File: src/hw/rtl/rir_ram.sv
// Generic simple dual-port RAM with one write port and a registered read port.
// Used for the distance matrix and the cycle store. No dependencies.
`default_nettype none

module rir_ram #(
  parameter int WIDTH = 16,
  parameter int DEPTH = 64
) (
  input  logic                     clk,
  input  logic                     we,
  input  logic [$clog2(DEPTH)-1:0] waddr,
  input  logic [WIDTH-1:0]         wdata,
  input  logic [$clog2(DEPTH)-1:0] raddr,
  output logic [WIDTH-1:0]         rdata
);

  logic [WIDTH-1:0] mem [DEPTH];

  always_ff @(posedge clk) begin
    if (we) begin
      mem[waddr] <= wdata;
    end
    rdata <= mem[raddr];
  end

endmodule

`default_nettype wire
File: config.mk
export PLATFORM = sky130hd
export DESIGN_NAME = rir_ram
export DESIGN_NICKNAME = d
export VERILOG_FILES = /design/src/hw/rtl/rir_ram.sv
export SDC_FILE = /design/constraint.sdc
export NUM_CORES = 1
export LEC_CHECK = 0
export ABC_CLOCK_PERIOD_IN_PS = 4300
export BUFFER_PORTS_ARGS = -buffer_cell sky130_fd_sc_hd__buf_2
export CELL_PAD_IN_SITES_DETAIL_PLACEMENT = 1
export CELL_PAD_IN_SITES_GLOBAL_PLACEMENT = 2
export CORE_UTILIZATION = 40
export DETAILED_ROUTE_END_ITERATION = 16
export PLACE_DENSITY_LB_ADDON = 0.15
export SYNTH_ARGS = -nofsm -noshare
export SYNTH_HDL_FRONTEND = slang
export SYNTH_SLANG_ARGS = --single-unit
File: constraint.sdc
create_clock -name clk -period 4.3 [get_ports clk]
set_input_delay 0.215 -clock clk [delete_from_list [all_inputs] [get_ports clk]]
set_output_delay 0.215 -clock clk [all_outputs]
set_load 0.005 [all_outputs]
=== Word level (Yosys, flattened, before mapping) ===
Memory sizes are Yosys's and may differ from the RTL's. A register that Yosys moved wholly into a read port is not among the register bits.
Index checks and enable logic that the tools add are counted.

* Mux-type cells: 2

{| class="wikitable"
|+ Operator list
! operator !! number
|-
| $mux W1 || 2
|}

* Register bits: 0
* Memory bits (writable): 1024
* Bits of input ports: 30
* Output and inout port bits: 16
* Word-level logic and storage cells: 3
* Memories: 1

{| class="wikitable"
|+ Memories
! memory !! depth !! bits a word !! rd ports !! clocked after memory_dff !! wr ports !! RTL line !! text
|-
| mem || 64 || 16 || 1 || 1 || 1 || 17 || <nowiki>logic [WIDTH-1:0] mem [DEPTH];</nowiki>
|}

=== Longest topological paths before layout ===
Gate-level depths: netlist (run 1).

* Depth after elaboration: 2
* Depth in mapped cells: 10

=== Worst setup path before layout (run 1) ===
No wires, ideal clock.

* Path kind: input -> register
* From: input waddr[3]
* To: memory mem[48][0] (enable)
* Library setup time: 0.409 ns
* Arrival time: 1.841 ns
* Data required time: 3.891 ns
* Slack: 2.050 ns
* Stages on the path: 4
* Buffers on the path: 1
* Cells stage by stage: clkbuf_1 > nor2b_1 > nand4b_1 > nor3_1

{| class="wikitable"
|+ RTL lines
! what !! RTL line !! text
|-
| from (decl) || 11 || <nowiki>input logic [$clog2(DEPTH)-1:0] waddr,</nowiki>
|-
| to (decl) || 17 ||
|}

Straight into the memory's write port.

==> results of run 1 <==
[cell type report]
class,count,area [sq um]
repair buffers,167,1240
multi-input cells,685,8260
diodes,5,12.5
fillers,8926,52800
flip-flops and latches,1040,31100
well taps,1287,1610
clock inverters,75,822
clock buffers,132,2890
[worst min-delay path by stage]
| stage | from | to | cells after the start |
|---|---|---|---|
| after floorplan | wdata[0] | mem[0][0] | 0 |
| after global placement | rdata[11] | rdata[11] | 1 |
| after detailed placement | rdata[9] | rdata[9] | 1 |
| after CTS | wdata[10] | mem[22][10] | 1 |
| after global routing | wdata[10] | mem[22][10] | 1 |
| final | wdata[10] | mem[22][10] | 1 |
[state kept, by name (all words and copies together) (netlist names)]
name / count
mem: 1024
rdata: 16
[power by group]
group	switching [uW]	total [uW]	internal, uW
combinational	697	1080	378
clock	3950	9690	5740
sequential	35.7	11300	11200
[through the flow]
step                 util  hold WS (ns)  instances  total power (uW)  area (sq um)
floorplan               -         0.314       1829             12000         40000
global placement    0.427         0.600       3179             12500         42200
detailed placement  0.427         0.603       3179             12600         42200
CTS                 0.465        0.0730       3386             22300         45900
global route        0.465        0.0965       3386             22700         45900
finish              0.465         0.102       3391             22000         45900
[logic make-up (layout without fill, tap and decap cells)]
family,count (synthesis),count (layout),synth area share
flops,1040,1040,0.776
other cells,0,5,0
mux,336,336,0.155
buf+inv,104,374,0.0183
simple gates,220,220,0.0265
compound gates,129,129,0.0241
[routing by layer]
metal | track usage | share of wire
met3 | 0.0362 | 0.057
met5 | 0 | 0.00054
met2 | 0.350 | 0.49
met4 | 0.0530 | 0.018
met1 | 0.294 | 0.44
[synth_stat cells (all sizes together), types with 5 or more instances]
cell    instances
edfxtp       1024
mux4          224
mux2i          85
buf            77
nor2           74
nand2          60
a22oi          39
nor2b          30
clkbuf         27
mux2           27
nand3          24
a21oi          17
a221oi         16
dfxtp          16
nand4          12
a211o           8
a211oi          8
a311oi          8
a31oi           8
o21ai           8
a221o           6
a22o            6
a41oi           5
and4            5
[critical path: stages]
cell and delay [ns]:
buf_8 0.41, buf_12 0.36, buf_4 0.35, mux4_2 0.26, mux2i_1 0.10, a22oi_1 0.42, a31oi_1 0.34, a311oi_1 0.55
==> impl_metrics.ini, run 1 <==
[run_status]
outcome = finished, final reports clean

[floorplanning]
start_util = 0.406
coreArea_sq_mm = 0.0987
dieArea_sq_mm = 0.101
rows = 115
die_w_um = 318
io_pins = 46
die_h_um = 318

[pwr]
ir_drop_uv = 288
p_per_area_mw_per_mm2 = 480
p_leak_uw = 0.0146

[timing]
tns_ns = 0
worst_clock_skew_ns = 0.0227
period_share = 0.603
max_freq_mhz = 386
grt_setup_unrepaired = false
hold_viol_final = 0
maxSlewHeadroom = 0.236
period_minus_slack_ns = 2.59
setup_violations = 0
setup_slack_ns = 1.71
tightestPinTransition_ns = 1.14
slew_violations = 0

[clock_network]
postCtsSetupBuffers = 0
clock_path_buffers = 3
numCtsBuffers = 110
cts_root_buffer = clkbuf_16
htreeDepth = 3
clk_pin_slew_ns = 0.06
clk_latency_ns = 0.70
cts_resized = 0
clock_sinks = 1040
cts_tree = yes
hold_buffers = 0

[yosys]
synth_edf_count = 1024
synth_cells = 1829
yosys_warnings = 0
syn-num-nets = 1859
async_flop_share = 0
synthFlopType = edfxtp_1
synth_seq_cells = 1040
netlist_area_sq_mm = 0.0400
synthTopCellsByArea = edfxtp_1, mux4_2, mux2i_1
yosys.area.top_type = edfxtp_1
syn_area_per_cell_sq_um = 21.9
synth_top_area_share = 0.768
synth-seq-area-share = 0.776
synthDistinctLibCells = 43

[placement]
io_buffers = 45
place_hpwl_um = 62200
place_ws_ns = 1.08
routabilityCongestion = 0.769

[critical_path]
crit_start = raddr[2]
rr_endpoint = rdata[3]
arrival_ns = 3.11
path_class = in -> reg
cp.required_ns = 4.82
crit_path_max_fanout = 62
worstSetupStartpointType = input port
rr_startpoint = mem[18][3]
setup.worst_path.end = rdata[3]
crit_path_end_kind = register
r2r_cells = 5
r2r_slack_ns = 1.75

[worst_hold_path]
hp-class = in -> reg

[grt]
globalRouteTotalUtil = 0.212
antenna_found_initial = 14
grt-ovfl-total = 0
grt_pass1_wl_um = 152000
first_global_vias = 20331
grt_max_degree = 65

[route]
firstDrtPassIters = 5
vias = 19177
drc = 0
ant_nets = 0
drt-total-wl_um = 107000
vias_per_cell = 5.66
wl_per_cell_um = 31.5
drtIter0Drc = 1704

[finish]
layout.nets = 2034
layout_commonest_cell = edfxtp_1
drive_above_1_share = 0.281
area_growth_syn_to_layout_pct = 14.6
layout_common_cells = edfxtp_1, mux4_2, buf_4

[run]
maxCapViolCount = 0
Note: power is estimated with default switching activity, not from simulation.
==> run 2: changes to the inputs <==
- ABC_CLOCK_PERIOD_IN_PS: 4300 -> 2560
- clock period: 4.3 -> 2.56 ns (I/O delays scaled with it)
==> impl_metrics.ini, run 2 (same netlist as run 1, synthesis figures left out) <==
[placement]
routabilityCongestion = 0.796
place_hpwl_um = 66900
io_buffers = 45
place_inst = 3263
place_area_sq_mm = 0.0431
place_ws_ns = -0.0186

[route]
ant_nets = 0
drc = 0
vias_per_cell = 5.61
firstDrtPassIters = 5
drt-total-wl_um = 106000
drtIter0Drc = 1944
wl_per_cell_um = 30.6
vias = 19486

[finish]
design_area_sq_mm = 0.0466
largest_reg_flops = 1024
top_regs = mem x1024, rdata x16
drive_above_1_share = 0.305
layout.nets = 2123
layout_commonest_cell = edfxtp_1
top_register = mem
layout_common_cells = edfxtp_1, mux4_2, buf_4
layout.cells.non_filler = 3474
area_growth_syn_to_layout_pct = 16.4

[grt]
grt_pass1_wl_um = 153000
first_global_vias = 20427
grt-ovfl-total = 0
antenna_found_initial = 12
grt_max_degree = 65
globalRouteTotalUtil = 0.212

[clock_network]
numCtsBuffers = 109
cts_tree = yes
cts_root_buffer = clkbuf_16
clock_path_buffers = 3
htreeDepth = 3
cts_resized = 0
clock_sinks = 1040
clk_latency_ns = 0.69
clk_pin_slew_ns = 0.06

[floorplanning]
coreArea_sq_mm = 0.0987
dieArea_sq_mm = 0.101
rows = 115
io_pins = 46
start_util = 0.406
die_h_um = 318
die_w_um = 318

[timing]
maxSlewHeadroom = 0.337
period_share = 0.773
hold_viol_final = 0
setup_violations = 0
setup_slack_ns = 0.581
worst_clock_skew_ns = 0.0222
grt_setup_unrepaired = false
period_minus_slack_ns = 1.98
max_freq_mhz = 505
tightestPinTransition_ns = 0.991
slew_violations = 0

[pwr]
p_per_area_mw_per_mm2 = 780
p_leak_uw = 0.0150
ir_drop_uv = 440
p_total_uw = 36400

[critical_path]
cp.required_ns = 3.11
crit_path_max_fanout = 1
worstSetupStartpointType = register
crit_path_end_kind = register
arrival_ns = 2.53
path_class = reg -> reg

[run]
maxCapViolCount = 0

[run_status]
outcome = finished, final reports clean

[worst_hold_path]
hp-class = in -> reg
==> run 2: cell count changes in the layout (fill, tap and decap cells not counted), moves of 5 or more <==
cell           before  now
buf_4             116  180
dlygate4sd3_1       0    6
clkinv_2           20   26
clkbuf_8            5    0
bufinv_16          16   11
buf_12              6   26
==> run 2: path summary, 6_finish.rpt <==
path	from	end	slack, ns	cells past startpoint
worst max-delay path	mem[6][10]	rdata[10]	0.58	5
worst max register to register	mem[6][10]	rdata[10]	0.58	5
worst min-delay path	raddr[4]	rdata[6]	0.05	3
worst min register to register	mem[25][2]	rdata[2]	0.86	4
==> run 2: layout make-up <==
class / instances / area [sq um]
Multi-Input combinational cell: 685 / 8250
Antenna cell: 5 / 12.5
Clock inverter: 72 / 648
Fill cell: 8885 / 52100
Tap cell: 1287 / 1610
Timing Repair Buffer: 257 / 2180
Sequential cell: 1040 / 31100
Clock buffer: 128 / 2820
==> run 2: worst max-delay path, stage by stage (launching register included) <==
cell      delay [ns]
edfxtp_1        0.36
mux4_2          0.50
mux2_2          0.31
nand2_1         0.10
nand4_1         0.26
and4_1          0.33
==> run 2: timing repair <==
action,in CTS,in global routing
buffers inserted,0,0
hold buffers,6,0
hold endpoints to repair,123,0
setup endpoints to repair,0,0
==> run 2: report_power, final <==
group	internal (uW)	total [uW]	switching (uW)
logic	769	1960	1190
registers	18800	18900	66.8
clock network	8950	15500	6540
==> run 2: per-stage QoR <==
stage	hold WS [ns]	TNS, ns	util
floorplan	0.227	0	-
global placement	0.514	0	0.436
detailed placement	0.510	-0.0186	0.436
CTS	0.0114	0	0.472
global route	0.0560	0	0.472
finish	0.0515	0	0.472
==> run 2: routing by layer <==
metal | vias up | track usage | share of wire
li1 | 8239 | - | -
met1 | 10589 | 0.297 | 0.44
met2 | 499 | 0.343 | 0.48
met3 | 147 | 0.0369 | 0.053
met4 | 12 | 0.0613 | 0.023
met5 | - | 0 | 0.00066
==> run 3: changes to the inputs <==
- ABC_AREA: unset -> 1
- ABC_CLOCK_PERIOD_IN_PS: 2560 -> 1950
- clock period: 2.56 -> 1.95 ns (I/O delays scaled with it)
==> impl_metrics.ini, run 3 <==
[yosys]
synthDistinctLibCells = 16
netlist_area_sq_mm = 0.0421
synth.top_cells.by_count = nand2_1, edfxtp_1, nand3_1
synth_edf_count = 1024
synth_cells = 3517
yosys.area.top_type = edfxtp_1
synthTopCellsByArea = edfxtp_1, nand2_1, nand3_1
async_flop_share = 0
synthFlopType = edfxtp_1
yosys_warnings = 0
synth_seq_cells = 1040
yosysMostFrequentCell = nand2_1
synth-seq-area-share = 0.738
syn-num-nets = 3547
synth_top_area_share = 0.730
syn_area_per_cell_sq_um = 12.0

[pwr]
p_total_uw = 48600
p_clk_frac = 0.417
seqPwrFrac = 0.512
p_sw_frac = 0.233
p_per_area_mw_per_mm2 = 981
p_leak_uw = 0.0179
p_switching_uw = 11300
intPower_uw = 37300
ir_drop_uv = 769
combPwrFrac = 0.072

[critical_path]
critical_path_buf_inv_count = 1
rr_startpoint = mem[2][3]
worstSetupStartpointType = register
crit_family = simple AND/OR/NAND/NOR gates
crit_path_end_kind = register
path_class = reg -> reg
critPathSlowestCell = dlygate4sd3_1
r2r_cells = 9
arrival_ns = 2.38
cp.required_ns = 2.54
crit_path_max_fanout = 1
crit_chain = nand2_1 -> nand3_1 -> nand3_1 -> nand2_1 -> nand2_1 -> nand3_1 -> nand3_1 -> dlygate4sd3_1 -> nand2_1
rr_endpoint = rdata[3]
r2r_slack_ns = 0.16
max_stage_delay_ns = 0.54

[placement]
io_buffers = 45
place_hpwl_um = 80700
routabilityCongestion = 0.824
place_ws_ns = -0.151
place_inst = 4958

[floorplanning]
coreArea_sq_mm = 0.104
die_h_um = 326
rows = 118
die_w_um = 326
io_pins = 46
dieArea_sq_mm = 0.107
start_util = 0.405

[grt]
grt_max_degree = 90
first_global_vias = 29501
grt-ovfl-total = 0
grt_pass1_wl_um = 199000
antenna_found_initial = 9
globalRouteTotalUtil = 0.256

[finish]
layout.nets = 3739
area_growth_syn_to_layout_pct = 17.5
largest_reg_flops = 1024
top_register = mem
drive_above_1_share = 0.118
layout.cells.non_filler = 5184
multi_input_area_sq_mm = 0.00967
layout_commonest_cell = nand2_1
seqCellArea_sq_mm = 0.0311
num-fill-cells = 10772
layout_common_cells = nand2_1, edfxtp_1, nand3_1
top_regs = mem x1024, rdata x16

[timing]
setup_slack_ns = 0.161
setup_violations = 0
tns_ns = 0
period_share = 0.917
tightestPinTransition_ns = 1.12
timing.hold.ws_ns = 0.0443
maxSlewHeadroom = 0.251
slew_violations = 0
period_minus_slack_ns = 1.79
grt_setup_unrepaired = false
max_freq_mhz = 559
worst_clock_skew_ns = 0.0249
hold_viol_final = 0

[clock_network]
htreeDepth = 3
clk_pin_slew_ns = 0.06
cts_root_buffer = clkbuf_16
clock_path_buffers = 3
clk_latency_ns = 0.71
hold_buffers = 17
cts_tree = yes
postCtsSetupBuffers = 0
numCtsBuffers = 112
clock_sinks = 1040
cts_resized = 0

[route]
firstDrtPassIters = 5
drtIter0Drc = 2476
vias = 28270
wl_per_cell_um = 26.2
drt-total-wl_um = 136000
ant_nets = 0
vias_per_cell = 5.45
drc = 0

[run_status]
outcome = finished, final reports clean

[worst_hold_path]
holdPathEnd = mem[11][7]
hp-class = in -> reg
worstHoldPathCells = 1
min_from = wdata[7]

[run]
maxCapViolCount = 0
## run 3: through the flow
step	cell area, sq um	utilization
5_1_grt	49500	0.476
6_report	49500	0.476
4_1_cts	49500	0.476
3_5_place_dp	45800	0.441
2_1_floorplan	42100	-
3_3_place_gp	45800	0.441
## run 3: layer usage
layer,vias to the layer above,track usage,share of wire
li1,12800,-,-
met1,14587,0.348,0.43
met2,678,0.422,0.48
met3,199,0.0375,0.055
met4,6,0.0835,0.029
met5,-,0,0.00025
## run 3: layout make-up
cell class	count	area share
Multi-Input combinational cell	2240	0.195
Antenna cell	4	0.000202
Sequential cell	1040	0.628
Clock inverter	59	0.00958
Inverter	12	0.00144
Clock buffer	146	0.0603
Timing Repair Buffer	303	0.0703
Tap cell	1380	0.0349
## run 3: kinds of logic after synthesis
kind of cell  share of synthesized area
simple gates                      0.227
flops                             0.738
buf+inv                          0.0354
## run 3: worst max-delay path by stage
stage | cells past startpoint | startpoint | endpoint
2_1_floorplan | 3 | we | mem[48][0]
3_3_place_gp | 10 | raddr[1] | rdata[6]
3_5_place_dp | 12 | raddr[0] | rdata[11]
4_1_cts | 9 | mem[15][3] | rdata[3]
5_1_grt | 9 | mem[15][3] | rdata[3]
6_report | 9 | mem[2][3] | rdata[3]
## run 3: worst register-to-register path, stage by stage, from the launching register on
cell           delay [ns]
edfxtp_1             0.37
nand2_1              0.08
nand3_1              0.08
nand3_1              0.18
nand2_1              0.11
nand2_1              0.07
nand3_1              0.10
nand3_1              0.10
dlygate4sd3_1        0.54
nand2_1              0.05
## run 3: power groups by stage
stage	Combinational [uW]	Sequential, uW	Clock [uW]
2_1_floorplan	1660	25300	0
3_3_place_gp	3410	25300	0
3_5_place_dp	3490	25300	0
4_1_cts	3530	24800	20700
5_1_grt	3760	24800	21500
6_report	3480	24800	20200
